## src/rtl/sgbm_pkg.sv

```systemverilog
`timescale 1ns / 1ps
`default_nettype none
// ----------------------------------------------------------------------------
// sgbm_pkg: shared constants and types of the stereo gain/balance mixer
// Register indexes, configuration limits and the multiplier status bundle.
// ----------------------------------------------------------------------------
package sgbm_pkg;

	localparam int SAMPLE_BITS_DEF = 24;
	localparam int COEFF_FRAC_DEF  = 29;
	localparam int MUL_FRAC_MAX    = 29;

	localparam int DIG_W       = 4;
	localparam int GLIDE_SHIFT = 16;

	localparam int CFG_W = 16;
	localparam int IDX_W = 3;

	localparam logic [IDX_W-1:0] REG_GAIN   = 3'd0;
	localparam logic [IDX_W-1:0] REG_PAN    = 3'd1;
	localparam logic [IDX_W-1:0] REG_MONO   = 3'd2;
	localparam logic [IDX_W-1:0] REG_PHASE  = 3'd3;
	localparam logic [IDX_W-1:0] REG_SMOOTH = 3'd4;

	localparam logic [CFG_W-1:0]        GAIN_MAX   = 16'd32768;
	localparam logic [CFG_W-1:0]        GAIN_RST   = 16'd16384;
	localparam logic [CFG_W-1:0]        SMOOTH_RST = 16'd272;
	localparam logic signed [CFG_W-1:0] PAN_MAX    = 16'sd16384;
	localparam logic signed [CFG_W-1:0] PAN_MIN    = -16'sd16384;

	localparam int UNITY_Q14 = 16384;
	localparam int BAL_W     = 15;
	localparam int MAG_W     = CFG_W + BAL_W;

	typedef struct packed {
		logic busy;
		logic done;
	} mul_stat_t;

endpackage
`default_nettype wire

```

## src/rtl/sgbm_serial_mul.sv

```systemverilog
`timescale 1ns / 1ps
`default_nettype none
// ----------------------------------------------------------------------------
// sgbm_serial_mul: digit-serial signed multiplier
// Scans the multiplier operand one digit per cycle, top digit first (signed),
// and shifts the partial sum left by one digit each step.
// ----------------------------------------------------------------------------
module sgbm_serial_mul import sgbm_pkg::*; #(
	parameter int AW = 33,
	parameter int BW = 24
) (
	input  wire logic            clk,
	input  wire logic            arst_n,
	input  wire logic            start,
	input  wire logic [AW-1:0]   a,
	input  wire logic [BW-1:0]   b,
	output logic      [AW+BW-1:0] prod,
	output mul_stat_t            stat
);

	localparam int PW    = AW + BW;
	localparam int NDIG  = BW / DIG_W;
	localparam int CNT_W = $clog2(NDIG);

	logic [AW-1:0]    a_q;
	logic [BW-1:0]    b_q;
	logic [PW-1:0]    acc_q;
	logic [CNT_W-1:0] cnt_q;
	logic             busy_q;
	logic             done_q;
	logic             last_step;

	logic signed [DIG_W:0]    dig;
	logic signed [AW+DIG_W:0] part;
	logic [PW-1:0]            acc_nx;

	always_comb begin
		if (cnt_q == '0) begin
			dig = $signed({b_q[BW-1], b_q[BW-1 -: DIG_W]});
		end else begin
			dig = $signed({1'b0, b_q[BW-1 -: DIG_W]});
		end
		part   = $signed(a_q) * dig;
		acc_nx = (acc_q << DIG_W) + PW'(part);
	end

	assign last_step = (cnt_q == CNT_W'(NDIG - 1));

	always_ff @(posedge clk or negedge arst_n) begin
		if (!arst_n) begin
			busy_q <= 1'b0;
			done_q <= 1'b0;
			cnt_q  <= '0;
		end else if (start) begin
			busy_q <= 1'b1;
			done_q <= 1'b0;
			cnt_q  <= '0;
		end else if (busy_q) begin
			busy_q <= !last_step;
			done_q <= last_step;
			cnt_q  <= cnt_q + 1'b1;
		end else begin
			done_q <= 1'b0;
		end
	end

	always_ff @(posedge clk) begin
		if (start) begin
			a_q   <= a;
			b_q   <= b;
			acc_q <= '0;
		end else if (busy_q) begin
			b_q   <= b_q << DIG_W;
			acc_q <= acc_nx;
		end
	end

	assign prod      = acc_q;
	assign stat.busy = busy_q;
	assign stat.done = done_q;

endmodule
`default_nettype wire

```

## src/rtl/sgbm_target.sv

```systemverilog
`timescale 1ns / 1ps
`default_nettype none
// ----------------------------------------------------------------------------
// sgbm_target: configuration registers and target coefficient matrix
// Holds gain, balance, mono, polarity and smoothing factor; derives the four
// target coefficients in signed Q2.COEFF_FRAC_BITS, registered.
// ----------------------------------------------------------------------------
module sgbm_target import sgbm_pkg::*; #(
	parameter int COEFF_FRAC_BITS = COEFF_FRAC_DEF
) (
	input  wire logic                        clk,
	input  wire logic                        arst_n,
	input  wire logic                        wr_en,
	input  wire logic [IDX_W-1:0]            wr_idx,
	input  wire logic [CFG_W-1:0]            wr_data,
	output logic [3:0][COEFF_FRAC_BITS+2:0]  tgt,
	output logic [CFG_W-1:0]                 coeff
);

	localparam int CW     = COEFF_FRAC_BITS + 3;
	localparam int ES     = COEFF_FRAC_BITS - 28;
	localparam int EM     = COEFF_FRAC_BITS - 29;
	localparam int SHL_S  = (ES > 0) ? ES : 0;
	localparam int SHR_S  = (ES < 0) ? -ES : 0;
	localparam int SHL_M  = (EM > 0) ? EM : 0;
	localparam int SHR_M  = (EM < 0) ? -EM : 0;
	localparam int XW     = MAG_W + SHL_S;
	localparam logic [XW-1:0] RND_S = (XW'(1) << SHR_S) >> 1;
	localparam logic [XW-1:0] RND_M = (XW'(1) << SHR_M) >> 1;
	localparam logic [CW-1:0] ONE   = CW'(1) << COEFF_FRAC_BITS;

	logic [CFG_W-1:0]        gain_q;
	logic signed [CFG_W-1:0] pan_q;
	logic                    mono_q;
	logic                    inv_q;
	logic [CFG_W-1:0]        coeff_q;
	logic [3:0][CW-1:0]      tgt_q;

	logic signed [CFG_W-1:0] pan_in;
	logic [BAL_W-1:0]        bal_l, bal_r;
	logic [MAG_W-1:0]        mag_l, mag_r;
	logic [XW-1:0]           sc_ls, sc_lm, sc_rs, sc_rm;
	logic [CW-1:0]           m_ls, m_lm, m_rs, m_rm;
	logic [CW-1:0]           t_ls, t_lm, t_rs, t_rm;
	logic [3:0][CW-1:0]      tgt_d;

	assign pan_in = $signed(wr_data);

	always_ff @(posedge clk or negedge arst_n) begin
		if (!arst_n) begin
			gain_q  <= GAIN_RST;
			pan_q   <= '0;
			mono_q  <= 1'b0;
			inv_q   <= 1'b0;
			coeff_q <= SMOOTH_RST;
		end else if (wr_en) begin
			case (wr_idx)
				REG_GAIN: begin
					gain_q <= (wr_data > GAIN_MAX) ? GAIN_MAX : wr_data;
				end
				REG_PAN: begin
					if (pan_in > PAN_MAX) begin
						pan_q <= PAN_MAX;
					end else if (pan_in < PAN_MIN) begin
						pan_q <= PAN_MIN;
					end else begin
						pan_q <= pan_in;
					end
				end
				REG_MONO: begin
					mono_q <= wr_data[0];
				end
				REG_PHASE: begin
					inv_q <= wr_data[0];
				end
				REG_SMOOTH: begin
					coeff_q <= wr_data;
				end
				default: begin
				end
			endcase
		end
	end

	always_comb begin
		bal_l = (pan_q > 0) ? BAL_W'(UNITY_Q14 - pan_q) : BAL_W'(UNITY_Q14);
		bal_r = (pan_q < 0) ? BAL_W'(UNITY_Q14 + pan_q) : BAL_W'(UNITY_Q14);
		mag_l = MAG_W'(gain_q) * MAG_W'(bal_l);
		mag_r = MAG_W'(gain_q) * MAG_W'(bal_r);

		// magnitudes are non-negative, so half-up is half away from zero
		sc_ls = ((XW'(mag_l) << SHL_S) + RND_S) >> SHR_S;
		sc_lm = ((XW'(mag_l) << SHL_M) + RND_M) >> SHR_M;
		sc_rs = ((XW'(mag_r) << SHL_S) + RND_S) >> SHR_S;
		sc_rm = ((XW'(mag_r) << SHL_M) + RND_M) >> SHR_M;
		m_ls  = CW'(sc_ls);
		m_lm  = CW'(sc_lm);
		m_rs  = CW'(sc_rs);
		m_rm  = CW'(sc_rm);

		t_ls = inv_q ? -m_ls : m_ls;
		t_lm = inv_q ? -m_lm : m_lm;
		t_rs = inv_q ? -m_rs : m_rs;
		t_rm = inv_q ? -m_rm : m_rm;

		tgt_d[0] = mono_q ? t_lm : t_ls;
		tgt_d[1] = mono_q ? t_lm : '0;
		tgt_d[2] = mono_q ? t_rm : '0;
		tgt_d[3] = mono_q ? t_rm : t_rs;
	end

	always_ff @(posedge clk or negedge arst_n) begin
		if (!arst_n) begin
			tgt_q[0] <= ONE;
			tgt_q[1] <= '0;
			tgt_q[2] <= '0;
			tgt_q[3] <= ONE;
		end else begin
			tgt_q <= tgt_d;
		end
	end

	assign tgt   = tgt_q;
	assign coeff = coeff_q;

endmodule
`default_nettype wire

```

## src/rtl/stereo_gain_balance_mixer_core.sv

```systemverilog
`timescale 1ns / 1ps
`default_nettype none
// ----------------------------------------------------------------------------
// stereo_gain_balance_mixer_core: stereo gain, balance and mono mixer
// 2x2 coefficient matrix with one-pole smoothed coefficients and saturated
// SAMPLE_BITS-wide outputs, built around one shared digit-serial multiplier.
//
//  channel   dir   signals                            content
//  s_*       in    s_tvalid/s_tready/s_tdata/s_tuser   frame or snap request
//                  s_tlast                            block end marker
//  m_*       out   m_tvalid/m_tready/m_tdata/m_tlast   mixed frame
//  wr_*      in    wr_en/wr_idx/wr_data                register write
//
// A frame runs four smoother steps and then four sample products on the
// shared multiplier, each of N = ceil(max(SAMPLE_BITS, 17) / 4) digits.
// A snap loads the smoothers with the current targets.
// Reset loads the smoothers with the reset targets (unity diagonal).
// A stalled m side holds the finished beat; the next beat is still taken
// and processed, and waits only to be written out.
// ----------------------------------------------------------------------------
module stereo_gain_balance_mixer_core import sgbm_pkg::*; #(
	parameter int SAMPLE_BITS     = SAMPLE_BITS_DEF,
	parameter int COEFF_FRAC_BITS = COEFF_FRAC_DEF
) (
	input  wire logic                                 clk,
	input  wire logic                                 arst_n,
	input  wire logic                                 s_tvalid,
	output logic                                      s_tready,
	// in_left, in_right, zero pad
	input  wire logic [((2*SAMPLE_BITS+7)/8)*8-1:0]   s_tdata,
	// req_type
	input  wire logic                                 s_tuser,
	input  wire logic                                 s_tlast,
	output logic                                      m_tvalid,
	input  wire logic                                 m_tready,
	// out_left, out_right, zero pad
	output logic [((2*SAMPLE_BITS+7)/8)*8-1:0]        m_tdata,
	output logic                                      m_tlast,
	input  wire logic                                 wr_en,
	input  wire logic [IDX_W-1:0]                     wr_idx,
	input  wire logic [CFG_W-1:0]                     wr_data
);

	localparam int SB     = SAMPLE_BITS;
	localparam int CFB    = COEFF_FRAC_BITS;
	localparam int DW     = ((2*SB+7)/8)*8;
	localparam int CW     = CFB + 3;
	localparam int MF     = (CFB > MUL_FRAC_MAX) ? MUL_FRAC_MAX : CFB;
	localparam int TS     = CFB - MF;
	localparam int MW     = MF + 3;
	localparam int AW     = CW + 1;
	localparam int BMIN   = (SB > CFG_W + 1) ? SB : CFG_W + 1;
	localparam int BW     = ((BMIN + DIG_W - 1) / DIG_W) * DIG_W;
	localparam int PW     = AW + BW;
	localparam int SW     = PW + 1;
	localparam int RW     = SW - MF;

	localparam logic [CW:0]   TM_RND = ((CW+1)'(1) << TS) >> 1;
	localparam bit            TM_ON  = (TS > 0);
	localparam logic [PW-1:0] G_RND  = PW'(1) << (GLIDE_SHIFT - 1);
	localparam logic [SW-1:0] M_RND  = SW'(1) << (MF - 1);
	localparam logic [CW-1:0] ONE    = CW'(1) << CFB;
	localparam logic signed [RW-1:0] SMAX = RW'((longint'(1) << (SB - 1)) - 1);
	localparam logic signed [RW-1:0] SMIN = RW'(-(longint'(1) << (SB - 1)));

	typedef enum logic [3:0] {
		ST_IDLE,
		ST_SNAP,
		ST_GGO,
		ST_GWAIT,
		ST_MGO,
		ST_MWAIT,
		ST_RND,
		ST_SAT,
		ST_PUSH
	} state_t;

	state_t             state_q;
	logic [1:0]         idx_q;
	logic [3:0][CW-1:0] s_q;
	logic               m_tvalid_q;

	logic signed [SB-1:0] lft_q, rgt_q;
	logic                 last_q;
	logic [SW-1:0]        acc_q;
	logic signed [RW-1:0] rnd_q;
	logic [SB-1:0]        res_l_q, res_r_q;
	logic [2*SB-1:0]      m_data_q;
	logic                 m_last_q;

	logic [3:0][CW-1:0] tgt;
	logic [CFG_W-1:0]   coeff;

	logic               accept;
	logic               out_free;
	logic [CW-1:0]      s_cur, t_cur;
	logic signed [AW-1:0] diff;
	logic [CW:0]        mc_w;
	logic signed [MW-1:0] mc;
	logic               mul_start;
	logic [AW-1:0]      mul_a;
	logic [BW-1:0]      mul_b;
	logic [PW-1:0]      prod;
	mul_stat_t          mstat;
	logic [PW-1:0]      g_w;
	logic signed [PW-1:0] step;
	logic [CW-1:0]      s_new;
	logic [SW-1:0]      p_ext;
	logic [SW-1:0]      r_w;
	logic signed [SW-1:0] r_sh;
	logic [SB-1:0]      sat;

	sgbm_target #(
		.COEFF_FRAC_BITS(CFB)
	) u_target (
		.clk    (clk),
		.arst_n (arst_n),
		.wr_en  (wr_en),
		.wr_idx (wr_idx),
		.wr_data(wr_data),
		.tgt    (tgt),
		.coeff  (coeff)
	);

	sgbm_serial_mul #(
		.AW(AW),
		.BW(BW)
	) u_mul (
		.clk   (clk),
		.arst_n(arst_n),
		.start (mul_start),
		.a     (mul_a),
		.b     (mul_b),
		.prod  (prod),
		.stat  (mstat)
	);

	assign s_tready = (state_q == ST_IDLE);
	assign accept   = s_tvalid && s_tready;
	assign out_free = !m_tvalid_q || m_tready;

	always_comb begin
		s_cur = s_q[idx_q];
		t_cur = tgt[idx_q];
		diff  = $signed({t_cur[CW-1], t_cur}) - $signed({s_cur[CW-1], s_cur});

		// coefficient rounded to the multiply precision
		mc_w = {s_cur[CW-1], s_cur} + TM_RND - (CW+1)'(TM_ON && s_cur[CW-1]);
		mc   = MW'($signed(mc_w) >>> TS);

		mul_start = (state_q == ST_GGO) || (state_q == ST_MGO);
		if (state_q == ST_GGO) begin
			mul_a = diff;
			mul_b = BW'(coeff);
		end else begin
			mul_a = AW'(mc);
			mul_b = idx_q[0] ? BW'(rgt_q) : BW'(lft_q);
		end

		g_w   = prod + G_RND - PW'(prod[PW-1]);
		step  = $signed(g_w) >>> GLIDE_SHIFT;
		s_new = s_cur + step[CW-1:0];

		p_ext = SW'($signed(prod));
		r_w   = acc_q + M_RND - SW'(acc_q[SW-1]);
		r_sh  = $signed(r_w) >>> MF;

		if (rnd_q > SMAX) begin
			sat = SMAX[SB-1:0];
		end else if (rnd_q < SMIN) begin
			sat = SMIN[SB-1:0];
		end else begin
			sat = rnd_q[SB-1:0];
		end
	end

	always_ff @(posedge clk or negedge arst_n) begin
		if (!arst_n) begin
			state_q    <= ST_IDLE;
			idx_q      <= '0;
			m_tvalid_q <= 1'b0;
			s_q[0]     <= ONE;
			s_q[1]     <= '0;
			s_q[2]     <= '0;
			s_q[3]     <= ONE;
		end else begin
			if (m_tvalid_q && m_tready && state_q != ST_PUSH) begin
				m_tvalid_q <= 1'b0;
			end
			case (state_q)
				ST_IDLE: begin
					if (accept) begin
						idx_q   <= '0;
						state_q <= s_tuser ? ST_SNAP : ST_GGO;
					end
				end
				ST_SNAP: begin
					s_q     <= tgt;
					state_q <= ST_IDLE;
				end
				ST_GGO: begin
					state_q <= ST_GWAIT;
				end
				ST_GWAIT: begin
					if (mstat.done) begin
						s_q[idx_q] <= s_new;
						idx_q      <= idx_q + 1'b1;
						state_q    <= (idx_q == 2'd3) ? ST_MGO : ST_GGO;
					end
				end
				ST_MGO: begin
					state_q <= ST_MWAIT;
				end
				ST_MWAIT: begin
					if (mstat.done) begin
						if (idx_q[0]) begin
							state_q <= ST_RND;
						end else begin
							idx_q   <= idx_q + 1'b1;
							state_q <= ST_MGO;
						end
					end
				end
				ST_RND: begin
					state_q <= ST_SAT;
				end
				ST_SAT: begin
					idx_q   <= idx_q + 1'b1;
					state_q <= (idx_q == 2'd3) ? ST_PUSH : ST_MGO;
				end
				ST_PUSH: begin
					if (out_free) begin
						m_tvalid_q <= 1'b1;
						state_q    <= ST_IDLE;
					end
				end
				default: begin
					state_q <= ST_IDLE;
				end
			endcase
		end
	end

	always_ff @(posedge clk) begin
		if (accept) begin
			lft_q  <= $signed(s_tdata[SB-1:0]);
			rgt_q  <= $signed(s_tdata[2*SB-1:SB]);
			last_q <= s_tlast;
		end
		if (state_q == ST_MWAIT && mstat.done) begin
			acc_q <= idx_q[0] ? acc_q + p_ext : p_ext;
		end
		if (state_q == ST_RND) begin
			rnd_q <= RW'(r_sh);
		end
		if (state_q == ST_SAT) begin
			if (idx_q[1]) begin
				res_r_q <= sat;
			end else begin
				res_l_q <= sat;
			end
		end
		if (state_q == ST_PUSH && out_free) begin
			m_data_q <= {res_r_q, res_l_q};
			m_last_q <= last_q;
		end
	end

	assign m_tvalid = m_tvalid_q;
	assign m_tdata  = DW'(m_data_q);
	assign m_tlast  = m_last_q;

	a_mul_idle_on_start: assert property (@(posedge clk) disable iff (!arst_n)
		mul_start |-> !mstat.busy)
		else $error("multiplier started while busy");

	a_done_in_wait: assert property (@(posedge clk) disable iff (!arst_n)
		mstat.done |-> (state_q == ST_GWAIT || state_q == ST_MWAIT))
		else $error("multiplier result outside a wait state");

	a_valid_from_push: assert property (@(posedge clk) disable iff (!arst_n)
		$rose(m_tvalid_q) |-> $past(state_q == ST_PUSH))
		else $error("output beat raised outside push");

	a_busy_in_wait: assert property (@(posedge clk) disable iff (!arst_n)
		mstat.busy |-> (state_q == ST_GWAIT || state_q == ST_MWAIT))
		else $error("multiplier running outside a wait state");

endmodule
`default_nettype wire
```

## config.mk

```make
export PLATFORM = sky130hd
export DESIGN_NAME = stereo_gain_balance_mixer_core
export DESIGN_NICKNAME = d
export VERILOG_FILES = /design/src/rtl/sgbm_pkg.sv /design/src/rtl/sgbm_serial_mul.sv /design/src/rtl/sgbm_target.sv /design/src/rtl/stereo_gain_balance_mixer_core.sv
export SDC_FILE = /design/constraint.sdc
export NUM_CORES = 2
export LEC_CHECK = 0
export BUFFER_PORTS_ARGS = -buffer_cell sky130_fd_sc_hd__clkbuf_2
export CAP_MARGIN = 40
export CORE_ASPECT_RATIO = 1.4
export CORE_MARGIN = 2
export CORE_UTILIZATION = 55
export CTS_CLUSTER_SIZE = 24
export DETAILED_ROUTE_END_ITERATION = 8
export PLACE_DENSITY = 0.71
export SYNTH_ARGS = -nofsm -noshare
export SYNTH_HDL_FRONTEND = slang
export SYNTH_HIERARCHICAL = 1
export SYNTH_SLANG_ARGS = --single-unit
export TNS_END_PERCENT = 50
```

## constraint.sdc

```tcl
create_clock -name clk -period 13.5 [get_ports clk]
set_clock_uncertainty 0.15 [all_clocks]
set_input_delay 2.7 -clock clk [delete_from_list [all_inputs] [get_ports clk]]
set_output_delay 2.7 -clock clk [all_outputs]
set_load 0.02 [all_outputs]
```

# Yosys cells after proc, flatten, opt, wreduce, memory -nomap -nowiden
# Cells that the tools add are included.
totals:
  out_inout_bits: 51
  input_bits: 74
  wordCells: 162
  regBits: 665
classes:
  mux: 54
  n_bitwise: 1
  n_addsub: 16
  reduce_logical: 27
  mul: 3
  n_eq_ne: 20
  order_cmp: 9
op_table:
  columns: ["op", "count"]
  rows:
  - ["$mux 32", 11]
  - ["$pmux 128 s2", 1]
  - ["$mux 24", 6]
  - ["$bmux 32 s2", 2]
  - ["$bwmux 128", 1]
  - ["$mux 128", 1]
  - ["$demux 32 s2", 1]
  - ["$neg 31->32", 2]
  - ["$neg 32->32", 2]
  - ["$mul 16x15->31", 2]
  - ["$add 58x29->58 const B", 1]
  - ["$add 58x58->58", 1]
  - ["$mux 58", 1]
  - ["$sub 58x1->58", 1]
  - ["$add 57x57->57", 1]
  - ["$add 48x16->48 const B", 1]
  - ["$mux 16", 3]
  - ["$sub 48x1->48", 1]
  - ["$mul 33x5->38", 1]
  - ["$mux 33", 1]
  - ["$sub 32x32->33", 1]
  - ["$add 32x32->32", 1]
  - ["$gt 16x16->1 const B", 2]
  - ["$pmux 4 s8", 1]
  - ["40 further kinds", 84]

# Logic depth before layout (Yosys ltp)
depth:
  ltp_word: 7
  depth_mapped: 37
  mapped_depth_nobuf: 32

# By module
# The synthesis kept the hierarchy.
modules_own_cells:
  columns: ["module", "area_per_inst_um2", "instances", "cells_per_inst", "seq_area_each_um2"]
  rows:
  - ["stereo_gain_balance_mixer_core", 27735.4, 1, 2965, 10377.5]
  - ["sgbm_target", 24438.4, 1, 2653, 4410.5]
  - ["sgbm_serial_mul", 13056.3, 1, 1482, 2977.9]

# Worst setup path after synthesis
# No wires, ideal clock.
synth_path:
  path_type: "flip-flop to flip-flop"
  startpoint: "register u_target.pan_q[1]"
  endpoint: "register u_target.tgt_q, in the netlist u_target/tgt[30]"
  arrival_ps: 9624
  setup_slack_ps: 3602
  n_path_buf: 5
  path_stages_with_launch: 36
  t_required_ps: 13226
  setup_ps: 124
  synth_period_minus_slack_ps: 9898
  cell_sequence: "dfrtp_1 clkbuf_1 inv_1 ha_1 or3b_2 or4_4 or2_2 nor2_1 or2_2 clkbuf_1 nor2_1 clkbuf_1 and2_1 fa_1 inv_1 fa_1 inv_1 fa_1 fa_1 fa_1 inv_1 fa_1 inv_1 ha_1 clkbuf_1 a21oi_1 o21ai_0 a2111oi_0 and4b_1 a31o_2 nand4bb_1 or4_1 clkbuf_1 o31ai_1 xnor2_1 a211o_1"
synth_lines:
  columns: ["element", "line_no", "text"]
  rows:
  - ["from (decl)", "sgbm_target.sv:33", "logic signed [CFG_W-1:0] pan_q;"]
  - ["from (signal assigned)", "sgbm_target.sv:67", "pan_q <= pan_in;"]
  - ["to (signal assigned)", "sgbm_target.sv:119", "tgt_q <= tgt_d;"]
  - ["to (decl)", "sgbm_target.sv:37", "logic [3:0][CW-1:0] tgt_q;"]

==> metrics.md <==
| Metric | Value |
|---|---|
| Total number of vias | `roughly 52000` |
| Slew margin rel. | `30.2%` |
| Total gr overflow | `0` |
| Critical path's slowest cell | `dfrtp_1` |
| Clk Latency, worst-skew pair | `0.69 ns` |
| Largest net degree at the start of global routing | `168` |
| Initial DRC count | `3263` |
| Starting Density | `~55%` |
| Hold-critical path depth | `0` |
| Syn_nets | `8191` |
| Syn Std Cell Area | `65200 µm²` |
| Reg clk slew, reported paths | `0.06 ns` |
| Wirelength per Cell | `between 20 and 25 µm` |
| Via density | `5.98` |
| CTS H-tree lvls | `3` |
| Final period util | `79.4%` |
| Post-placement cell count | `8569` |
| # setup viols final | `0` |
| DRC Markers | `0` |
| Multi-input gate area | `approximately 43000 µm²` |
| Worst path max stage delay | `about 0.64 ns` |
| Setup_tns | `0 ns` |
| Most frequent cell on the critical path | `inv_1` |
| Cells after Synth | `7099` |
| RSZ-0062 raised after global routing | `no` |
| Die span in y | `411 µm` |
| Postcts setup bufs | `0` |
| Crit Reg-Reg Startpoint | `u_target/pan_q[1]` |
| CTS tree | `built` |
| GPL Wtd Cong | `approximately 0.93` |
| PortBufs | `124` |
| R2R cell count | `33` |
| Worst path required time | `13.92 ns` |
| DP HPWL | `144000 µm` |
| Fin nets | `~8000` |
| Die X | `295 µm` |
| Warnings, synthesis | `6` |
| Min cycle time layout | `10.72 ns` |
| Global Route Usage Sum | `29.9%` |
| Total Wirelength | `181000 µm` |
| Initial antenna violation count | `1` |
| Fillers | `10295` |
| PostCTS Resize Cnt | `0` |
| Status | `completed` |
| Hold_sp | `res_l_q[17]` |
| Die area | `around 120000 µm²` |
| Clk sinks | `663` |
| Vias in the first global route | `between 50000 and 60000` |
| Max Clk Rate | `between 90 and 100 MHz` |
| Startpoint Class | `register` |
| Critical path class | `register to register` |
| Layout cell share with drive strength beyond 1 | `7.77%` |
| Root buffer cell | `clkbuf_16` |
| FF/Latch Area | `approximately 18000 µm²` |
| First-pass GRT wire length | `286000 µm` |
| CP Data Arrival Time | `11.14 ns` |
| CTS Hold Bufs | `0` |
| CTS Buf Count | `70` |
| Reg2reg setup slack | `2.78 ns` |
| Syn_area_per_cell | `between 9 and 10 µm²` |
| # IOs | `roughly 130` |
| Cell Count, Final, Fillers Out | `8700` |
| Max cap viols | `0` |
| Critical Path Sink Type | `register` |
| Setup crit start | `u_target/pan_q[1]` |
| Drt pass-1 iters | `6` |
| Area Overhead vs Synth | `7.36%` |
| Hold Crit Class | `register to register` |
| Cell Rows | `~150` |
| Longest Clk Path Bufs | `3` |
| Worst slew pin tran | `1.03 ns` |
| Final hold vios | `0` |
| DRT antenna net count | `0` |
| Worst-path fanout max | `19` |
| Core area | `118000 µm²` |
| Slew Viols, Final | `0` |
[final timing paths]
kind,to
setup reg to reg,u_target/tgt[30]
setup / recovery,u_target/tgt[30]
max in group asynchronous,u_target/pan_q[15]
hold / removal,m_tdata[17]
hold reg to reg,m_tdata[17]
min in group asynchronous,state_q[0]
[flip-flops by register name, summed over array words and instances (netlist names), 29 cells and up]
name	cells
u_mul/a_q	33
m_tdata	48
u_target/tgt	126
acc_q	58
u_mul/prod	57
rnd_q	29
s_q	128
[worst max-delay path: cells and delay by family (launching register included)]
kind / cells / cell delay, ns
fa+ha+maj: 8 / 3.67
simple gates: 9 / 3.20
compound gates: 6 / 2.05
buf+inv: 8 / 0.64
flops: 1 / 0.64
xor+xnor: 2 / 0.26
[routing by layer]
| metal | vias up | track usage, % | wire length [µm] |
|---|---|---|---|
| li1 | 24448 | - | - |
| met3 | 531 | 2.93 | 7450 |
| met4 | 0 | 18.8 | 12700 |
| met2 | 1645 | 56.2 | 95700 |
| met5 | - | 0 | 0 |
| met1 | 25386 | 31.9 | 65600 |
[metrics by stage]
stage | util, % | hold WS, ns | cell area (µm²) | setup slack [ns]
3_5_place_dp | 57.4 | 0.255 | 67700 | 2.83
5_1_grt | 59.4 | 0.273 | 70000 | 2.36
3_3_place_gp | 57.0 | 0.251 | 67200 | 2.93
6_report | 59.4 | 0.268 | 70000 | 2.78
4_1_cts | 59.4 | 0.269 | 70000 | 2.81
2_1_floorplan | - | 0.250 | 65200 | 3.60
[layout make-up]
cell class,instances,area share (%)
Multi-Input combinational cell,5267,61.6
Sequential cell,663,25.4
Inverter,827,4.44
Tap cell,1585,2.83
Clock buffer,86,2.68
Timing Repair Buffer,228,2.34
Clock inverter,43,0.692
Antenna cell,1,0.00357
[layout by cell type, fill, tap and decap left out, types with 218 or more instances in the layout]
cell type,instances
nand2_1,662
xnor2_1,221
nor2_1,421
a21oi_1,417
fa_1,465
a21o_1,218
inv_1,826
dfrtp_1,304
edfxtp_1,290
and2_1,289
o21ai_0,340
ha_1,551
Power is not shown: default switching activity piles up to over one toggle a cycle in this logic, so the estimate is an artifact.
